### config.mk
export PLATFORM = sky130hd
export DESIGN_NAME = buddy_page_allocator
export DESIGN_NICKNAME = d
export VERILOG_FILES = /design/src/rtl/core/bpa_pkg.sv /design/src/rtl/core/buddy_page_allocator.sv /design/src/rtl/core/bpa_node_mem.sv
export SDC_FILE = /design/constraint.sdc
export NUM_CORES = 2
export LEC_CHECK = 0
export ABC_AREA = 1
export BUFFER_PORTS_ARGS = -buffer_cell sky130_fd_sc_hd__buf_2
export CAP_MARGIN = 30
export CORE_MARGIN = 2
export CORE_UTILIZATION = 50
export CTS_CLUSTER_SIZE = 8
export DETAILED_ROUTE_END_ITERATION = 8
export HOLD_SLACK_MARGIN = 0.05
export PLACE_DENSITY_LB_ADDON = 0.3
export SETUP_SLACK_MARGIN = 0.02
export SLEW_MARGIN = 40
export SYNTH_ARGS = -nofsm -noshare
export SYNTH_HDL_FRONTEND = slang
export SYNTH_HIERARCHICAL = 1
export SYNTH_SLANG_ARGS = --single-unit
### constraint.sdc
create_clock -name clk -period 5.3 [get_ports clk]
set_input_delay 0 -clock clk [delete_from_list [all_inputs] [get_ports clk]]
set_output_delay 0 -clock clk [all_outputs]
set_load 0.02 [all_outputs]
### src/rtl/core/bpa_pkg.sv
// Shared types, codes and defaults of the buddy page allocator.
`default_nettype none
package bpa_pkg;

    localparam int MEM_PAGES_DEF = 64;
    localparam int TAG_BITS_DEF  = 8;

    localparam logic [1:0] REQ_ALLOC  = 2'd0;
    localparam logic [1:0] REQ_FREE   = 2'd1;
    localparam logic [1:0] REQ_LOOKUP = 2'd2;

    localparam logic [1:0] ST_OK       = 2'd0;
    localparam logic [1:0] ST_NO_FIT   = 2'd1;
    localparam logic [1:0] ST_NO_OWNER = 2'd2;
    localparam logic [1:0] ST_ZERO     = 2'd3;

    localparam logic [1:0] KIND_ABSENT = 2'd0;
    localparam logic [1:0] KIND_FREE   = 2'd1;
    localparam logic [1:0] KIND_USED   = 2'd2;
    localparam logic [1:0] KIND_SPLIT  = 2'd3;

    typedef struct packed {
        logic [1:0] req_type;
        logic [7:0] owner_pid;
        logic [7:0] owner_tag;
        logic [6:0] req_size;
    } req_item_t;

    typedef struct packed {
        logic [1:0] status;
        logic [5:0] start_page;
        logic [6:0] block_pages;
    } rsp_item_t;

endpackage
`default_nettype wire

### src/rtl/core/buddy_page_allocator.sv
// Buddy page allocator: sequencer walking the node tree held in one memory.
//
//  channel | direction | handshake           | payload
//  req     | in        | req_valid/req_stall | bpa_pkg::req_item_t
//  rsp     | out       | rsp_valid/rsp_stall | bpa_pkg::rsp_item_t
//
// One request at a time; each node visit is a memory read, then a decide step;
// a backtrack step moves up or to the right sibling, a split marks the node split and frees
// both children, and a merge step checks the buddy, clears node and buddy, frees the parent.
// After reset a clearing pass over every node runs before the first request is taken.
// A result waits in the output register; the next request is taken meanwhile.
`default_nettype none
module buddy_page_allocator #(
    parameter int MEM_PAGES = bpa_pkg::MEM_PAGES_DEF,
    parameter int TAG_BITS  = bpa_pkg::TAG_BITS_DEF
) (
    input  wire logic               clk,
    input  wire logic               rst_n,
    input  wire logic               req_valid,
    output logic                    req_stall,
    input  wire bpa_pkg::req_item_t req,
    output logic                    rsp_valid,
    input  wire logic               rsp_stall,
    output bpa_pkg::rsp_item_t      rsp
);

    localparam int LOG_M  = $clog2(MEM_PAGES);
    localparam int NODE_W = LOG_M + 1;
    localparam int SIZE_W = LOG_M + 1;
    localparam int CMP_W  = (SIZE_W > 7) ? SIZE_W : 7;
    localparam int WORD_W = 10 + TAG_BITS;
    localparam logic [NODE_W-1:0] LAST_NODE = NODE_W'(2 * MEM_PAGES - 1);
    localparam logic [NODE_W-1:0] ROOT      = NODE_W'(1);
    localparam logic [SIZE_W-1:0] FULL_SIZE = SIZE_W'(MEM_PAGES);

    typedef enum logic [11:0] {
        S_CLEAR   = 12'b0000_0000_0001,
        S_IDLE    = 12'b0000_0000_0010,
        S_READ    = 12'b0000_0000_0100,
        S_EVAL    = 12'b0000_0000_1000,
        S_SPLIT_L = 12'b0000_0001_0000,
        S_SPLIT_R = 12'b0000_0010_0000,
        S_BACK    = 12'b0000_0100_0000,
        S_REL_RD  = 12'b0000_1000_0000,
        S_REL_EV  = 12'b0001_0000_0000,
        S_REL_W2  = 12'b0010_0000_0000,
        S_REL_W3  = 12'b0100_0000_0000,
        S_DONE    = 12'b1000_0000_0000
    } state_t;

    state_t               state_reg, state_next;
    logic [NODE_W-1:0]    node_reg, node_next;
    logic [LOG_M-1:0]     start_reg, start_next;
    logic [SIZE_W-1:0]    size_reg, size_next;
    logic [1:0]           status_reg, status_next;
    bpa_pkg::req_item_t   item_reg, item_next;
    logic                 rsp_valid_reg, rsp_valid_next;
    bpa_pkg::rsp_item_t   rsp_reg, rsp_next;

    logic                 mem_we;
    logic [NODE_W-1:0]    mem_waddr;
    logic [1:0]           mem_wkind;
    logic [NODE_W-1:0]    mem_raddr;
    logic [WORD_W-1:0]    mem_rdata;

    logic [1:0]           rd_kind;
    logic [7:0]           rd_pid;
    logic [TAG_BITS-1:0]  rd_tag;
    logic [TAG_BITS-1:0]  tag_in;
    logic [CMP_W-1:0]     req_cmp;
    logic [CMP_W-1:0]     size_cmp;
    logic [CMP_W-1:0]     half_cmp;
    logic                 fits;
    logic                 owner_hit;
    logic                 is_alloc;

    bpa_node_mem #(
        .ADDR_W (NODE_W),
        .WORD_W (WORD_W)
    ) u_mem (
        .clk   (clk),
        .we    (mem_we),
        .waddr (mem_waddr),
        .wdata ({mem_wkind, item_reg.owner_pid, tag_in}),
        .raddr (mem_raddr),
        .rdata (mem_rdata)
    );

    assign rd_kind   = mem_rdata[WORD_W-1 -: 2];
    assign rd_pid    = mem_rdata[TAG_BITS +: 8];
    assign rd_tag    = mem_rdata[TAG_BITS-1:0];
    assign tag_in    = TAG_BITS'(item_reg.owner_tag);
    assign req_cmp   = CMP_W'(item_reg.req_size);
    assign size_cmp  = CMP_W'(size_reg);
    assign half_cmp  = CMP_W'(size_reg >> 1);
    assign fits      = (req_cmp > half_cmp) && (req_cmp <= size_cmp);
    assign owner_hit = (rd_pid == item_reg.owner_pid) && (rd_tag == tag_in);
    assign is_alloc  = (item_reg.req_type == bpa_pkg::REQ_ALLOC);
    assign mem_raddr = (state_reg == S_REL_RD) ? (node_reg ^ ROOT) : node_reg;

    assign req_stall = (state_reg != S_IDLE);
    assign rsp_valid = rsp_valid_reg;
    assign rsp       = rsp_reg;

    always_comb
    begin
        state_next     = state_reg;
        node_next      = node_reg;
        start_next     = start_reg;
        size_next      = size_reg;
        status_next    = status_reg;
        item_next      = item_reg;
        rsp_valid_next = rsp_valid_reg && rsp_stall;
        rsp_next       = rsp_reg;
        mem_we         = 1'b0;
        mem_waddr      = node_reg;
        mem_wkind      = bpa_pkg::KIND_FREE;

        case (state_reg)
            S_CLEAR:
            begin
                mem_we    = 1'b1;
                mem_wkind = (node_reg == ROOT) ? bpa_pkg::KIND_FREE : bpa_pkg::KIND_ABSENT;
                if (node_reg == LAST_NODE)
                begin
                    state_next = S_IDLE;
                end
                else
                begin
                    node_next = node_reg + NODE_W'(1);
                end
            end
            S_IDLE:
            begin
                if (req_valid)
                begin
                    item_next  = req;
                    node_next  = ROOT;
                    start_next = '0;
                    size_next  = FULL_SIZE;
                    if (req.req_type == bpa_pkg::REQ_ALLOC && req.req_size == 7'd0)
                    begin
                        status_next = bpa_pkg::ST_ZERO;
                        state_next  = S_DONE;
                    end
                    else if (req.req_type inside {bpa_pkg::REQ_ALLOC, bpa_pkg::REQ_FREE,
                                                  bpa_pkg::REQ_LOOKUP})
                    begin
                        state_next = S_READ;
                    end
                    else
                    begin
                        status_next = bpa_pkg::ST_NO_OWNER;
                        state_next  = S_DONE;
                    end
                end
            end
            S_READ:
            begin
                state_next = S_EVAL;
            end
            S_EVAL:
            begin
                if (rd_kind == bpa_pkg::KIND_SPLIT)
                begin
                    node_next  = node_reg << 1;
                    size_next  = size_reg >> 1;
                    state_next = S_READ;
                end
                else if (is_alloc)
                begin
                    state_next = S_BACK;
                    if (rd_kind == bpa_pkg::KIND_FREE && fits)
                    begin
                        mem_we      = 1'b1;
                        mem_wkind   = bpa_pkg::KIND_USED;
                        status_next = bpa_pkg::ST_OK;
                        state_next  = S_DONE;
                    end
                    else if (rd_kind == bpa_pkg::KIND_FREE && req_cmp <= half_cmp
                             && size_reg > SIZE_W'(1))
                    begin
                        mem_we     = 1'b1;
                        mem_wkind  = bpa_pkg::KIND_SPLIT;
                        state_next = S_SPLIT_L;
                    end
                end
                else
                begin
                    state_next = S_BACK;
                    if (rd_kind == bpa_pkg::KIND_USED && owner_hit)
                    begin
                        status_next = bpa_pkg::ST_OK;
                        if (item_reg.req_type == bpa_pkg::REQ_FREE)
                        begin
                            mem_we     = 1'b1;
                            mem_wkind  = bpa_pkg::KIND_FREE;
                            state_next = S_REL_RD;
                        end
                        else
                        begin
                            state_next = S_DONE;
                        end
                    end
                end
            end
            S_SPLIT_L:
            begin
                mem_we     = 1'b1;
                mem_waddr  = node_reg << 1;
                state_next = S_SPLIT_R;
            end
            S_SPLIT_R:
            begin
                mem_we     = 1'b1;
                mem_waddr  = {node_reg[NODE_W-2:0], 1'b1};
                node_next  = node_reg << 1;
                size_next  = size_reg >> 1;
                state_next = S_READ;
            end
            S_BACK:
            begin
                if (node_reg == ROOT)
                begin
                    status_next = is_alloc ? bpa_pkg::ST_NO_FIT : bpa_pkg::ST_NO_OWNER;
                    state_next  = S_DONE;
                end
                else if (node_reg[0])
                begin
                    node_next  = node_reg >> 1;
                    start_next = start_reg - LOG_M'(size_reg);
                    size_next  = size_reg << 1;
                end
                else
                begin
                    node_next  = node_reg | ROOT;
                    start_next = start_reg + LOG_M'(size_reg);
                    state_next = S_READ;
                end
            end
            S_REL_RD:
            begin
                state_next = (node_reg == ROOT) ? S_DONE : S_REL_EV;
            end
            S_REL_EV:
            begin
                if (rd_kind == bpa_pkg::KIND_FREE)
                begin
                    mem_we     = 1'b1;
                    mem_wkind  = bpa_pkg::KIND_ABSENT;
                    state_next = S_REL_W2;
                end
                else
                begin
                    state_next = S_DONE;
                end
            end
            S_REL_W2:
            begin
                mem_we     = 1'b1;
                mem_waddr  = node_reg ^ ROOT;
                mem_wkind  = bpa_pkg::KIND_ABSENT;
                state_next = S_REL_W3;
            end
            S_REL_W3:
            begin
                mem_we     = 1'b1;
                mem_waddr  = node_reg >> 1;
                node_next  = node_reg >> 1;
                state_next = S_REL_RD;
            end
            S_DONE:
            begin
                if (!rsp_valid_reg || !rsp_stall)
                begin
                    rsp_valid_next     = 1'b1;
                    rsp_next.status    = status_reg;
                    rsp_next.start_page  = (status_reg == bpa_pkg::ST_OK) ? 6'(start_reg) : 6'd0;
                    rsp_next.block_pages = (status_reg == bpa_pkg::ST_OK) ? 7'(size_reg) : 7'd0;
                    state_next         = S_IDLE;
                end
            end
            default:
            begin
                state_next = S_IDLE;
            end
        endcase
    end

    always_ff @(posedge clk or negedge rst_n)
    begin
        if (!rst_n)
        begin
            state_reg     <= S_CLEAR;
            node_reg      <= '0;
            start_reg     <= '0;
            size_reg      <= '0;
            status_reg    <= bpa_pkg::ST_OK;
            rsp_valid_reg <= 1'b0;
        end
        else
        begin
            state_reg     <= state_next;
            node_reg      <= node_next;
            start_reg     <= start_next;
            size_reg      <= size_next;
            status_reg    <= status_next;
            rsp_valid_reg <= rsp_valid_next;
        end
    end

    always_ff @(posedge clk)
    begin
        item_reg <= item_next;
        rsp_reg  <= rsp_next;
    end

    a_rsp_from_done: assert property (@(posedge clk) disable iff (!rst_n)
        $rose(rsp_valid) |-> $past(state_reg == S_DONE))
        else $error("result appeared outside the done step");

    a_clear_blocks: assert property (@(posedge clk) disable iff (!rst_n)
        (state_reg == S_CLEAR) |-> req_stall)
        else $error("request taken during clearing pass");

    a_done_waits: assert property (@(posedge clk) disable iff (!rst_n)
        (state_reg == S_DONE && rsp_valid && rsp_stall) |=> (state_reg == S_DONE))
        else $error("result dropped while output held");

endmodule
`default_nettype wire

### src/rtl/core/bpa_node_mem.sv
// Node store of the buddy tree: one write port, one registered read port.
`default_nettype none
module bpa_node_mem #(
    parameter int ADDR_W = 7,
    parameter int WORD_W = 18
) (
    input  wire logic              clk,
    input  wire logic              we,
    input  wire logic [ADDR_W-1:0] waddr,
    input  wire logic [WORD_W-1:0] wdata,
    input  wire logic [ADDR_W-1:0] raddr,
    output logic      [WORD_W-1:0] rdata
);

    logic [WORD_W-1:0] mem [2**ADDR_W];

    always_ff @(posedge clk)
    begin
        if (we)
        begin
            mem[waddr] <= wdata;
        end
        rdata <= mem[raddr];
    end

endmodule
`default_nettype wire
==> metrics <==
CTS resizes 0; Most used DFF post-synth edfxtp_1; Die Area 199000 um^2; crit path kind flip-flop to flip-flop; Floorplan Core Area 194000 um^2; worst setup path startpoint state_reg[1]; GRT Residual Overflow 0; Synth cell types 44; initial core utilization 50.2%; clk buf depth 4; first-pass GRT wire length 420000 um; CTS tree built; gpl congestion 0.925; CP endpoint u_mem/rdata[0]; clock skew 0.0561 ns; main combinational cell family by area after synthesis simple AND/OR/NAND/NOR gates; Yosys reg bits 2397; Setup TNS 0 ns; CTS Buf Count 349; max-slew violations 0; worst reg-to-reg path cell count 15; Final nets 8451; top cells by area, synth edfxtp_1 72%, nand3_1 12%, nand2_1 9.5%; clock-pin slew on the worst setup and hold paths 0.05 ns; CP startpoint kind flip-flop; Tot Pwr 0.0612 W; sequential area share after synthesis 73.4%; vias in the first global route 63600; Slew HR 36.4%; # setup viols final 0; mapped cell area 97500 um^2; HPWL Detailed 162000 um; final period utilization 82.1%; Setup crit end kind flip-flop; Data required, critical path 6.16 ns; R2R Path Start state_reg[1]; fill cell count 15300; Worst-Margin Slew 0.955 ns; Hold WS 0.144 ns; cell with the most instances after synthesis nand2_1; CP arrival 5.21 ns; htree depth 5; I/O pin count 46; max reg flops 2304; mux cell area share after synthesis 0%; yosys warns 6; post-synthesis simple-gate area fraction 22.5%; CP Max Fanout 153; final WL 288000 um; maxcap violations 0; VDD IR max 0.476 mV; fraction of layout cells with a size suffix above 1 9.46%; Post-synth ARST share 1.46%; Cells after Synth 8195; status finished, final reports clean; syn_nets 8247; FF-to-FF End u_mem/rdata[0]; Yosys top cell area share 72.2%; Die Wd 446 um; worst hold path type input port to async pin; minimum clock period after layout 4.35 ns; number of flops mapped to enable cells by yosys 2344; Yosys top cell by area edfxtp_1; Synth top cells by count 2473 x nand2_1, 2344 x edfxtp_1, 2302 x nand3_1; RSZ-0062 raised after global routing no; largest net degree at the start of global routing 164; complex-gate fraction of the synthesized area 0.464%; Area growth, synth to finish 13.9%; drt drc 0; fmax 230 MHz; chip height 446 um; PwrDens 551 nW/um^2; final hold vios 0; root buf cell clkbuf_16; Detail Route Antenna Nets 0; total number of vias 67000; XOR/XNOR Fraction of Synth Area 0.117%; Adder-Cell Fraction of Synth Area 0.303%; R2R setup slack 0.95 ns; initial antenna violation count 5; Routed WL per cell 26.1 um; clock sink count 2397; Avg Vias per Cell 6.07; I/O Buffers 45; Synth Area per Inst 11.9 um^2; Skew-Pair Late Insertion Delay 0.95 ns; DR pass1 iterations 6; site row count 162; GRT Util Overall 28.6%; DR iter-0 viols 10300; Leak Pwr 39.6 nW
-- metrics by stage --
stage               instance area, um^2  cells  utilization, %  setup WS (ns)
finish                           111000  11000            57.1          0.949
global route                     111000  11000            57.1          0.879
CTS                              111000  11000            57.1           1.14
detailed placement               101000  10500            52.0           1.16
global placement                 101000  10500            52.0           1.15
floorplan                         97500   8195               -          0.200
-- metal layers --
metal	share of wire, %	up-vias	GRT usage, %
li1	-	29400	-
met1	38	32700	39.8
met2	46	4191	43.4
met3	11	695	6.09
met4	4.6	4	12.7
met5	0.011	-	0
-- kinds of logic after synthesis --
group                      Yosys count
DFF                               2397
AOI/OAI and AO/OA                   77
adders and majority gates           23
and+or+nand+nor                   5041
xor gates and xnor gates            13
buffers and inverters              644
-- how the worst min path moves through the flow --
| stage | startpoint | end | cells past startpoint |
|---|---|---|---|
| detailed placement | rst_n | rsp_valid | 1 |
| floorplan | rst_n | node_reg[0] | 0 |
| global route | rst_n | rsp_valid | 4 |
| finish | rst_n | rsp_valid | 4 |
| global placement | rst_n | rsp_valid | 1 |
| CTS | rst_n | rsp_valid | 4 |
-- timing repair --
item | in CTS | in global routing
setup buffers | 0 | 0
setup endpoints to repair | 0 | 0
hold endpoints to repair | 125 | 0
hold buffers | 56 | 0
-- power breakdown --
part	leakage, nW	switching, W	total [W]	internal (W)
Sequential	22.0	0.000421	0.0223	0.0219
Combinational	13.1	0.0149	0.0196	0.00472
Clock	4.47	0.00748	0.0193	0.0118
Total	39.6	0.0228	0.0612	0.0384
-- final cells by class --
| cell class | count | area [um^2] | share of cell area [%] |
|---|---|---|---|
| clock buffer | 432 | 9110 | 8.20 |
| tap | 2542 | 3180 | 2.86 |
| multi-input combinational | 5154 | 23200 | 20.9 |
| inverter | 128 | 531 | 0.478 |
| timing repair buffer | 369 | 3370 | 3.03 |
| sequential | 2397 | 71600 | 64.5 |
| clock inverter | 8 | 72.6 | 0.0653 |
| antenna | 3 | 7.51 | 0.00676 |
-- placed cells by master, fill, tap and decap left out, drive strengths merged --
cell type / count
nand3: 2302
diode: 3
nand2: 2486
nor4: 2
o22ai: 5
dfxtp: 18
dlygate4sd3: 55
o211ai: 2
xnor2: 3
a22oi: 5
ha: 22
dfrtp: 34
buf: 314
clkbuf: 432
xor2: 10
o221ai: 5
clkinv: 4
nand3b: 1
inv: 132
a21oi: 17
fa: 1
nor3: 20
a31oi: 2
nor3b: 1
o2111ai: 2
nand4: 9
edfxtp: 2344
nor2: 215
dfstp: 1
o21ai: 36
o21a: 3
or2: 5
-- worst max-delay path, cell delays in order, from the launching register on --
cell	delay, ns
dfrtp_1	0.40
nor2_2	0.16
nand2_2	0.15
nor2_8	0.16
nand2_1	0.22
xor2_4	0.39
buf_12	0.37
buf_12	0.51
nand2_1	0.13
nand3_1	0.12
nand3_1	0.18
nand3_1	0.17
nand3_1	0.27
nand3_1	0.25
nand3_1	0.34
nand2_1	0.16
Note: power is estimated with default switching activity, not from simulation.
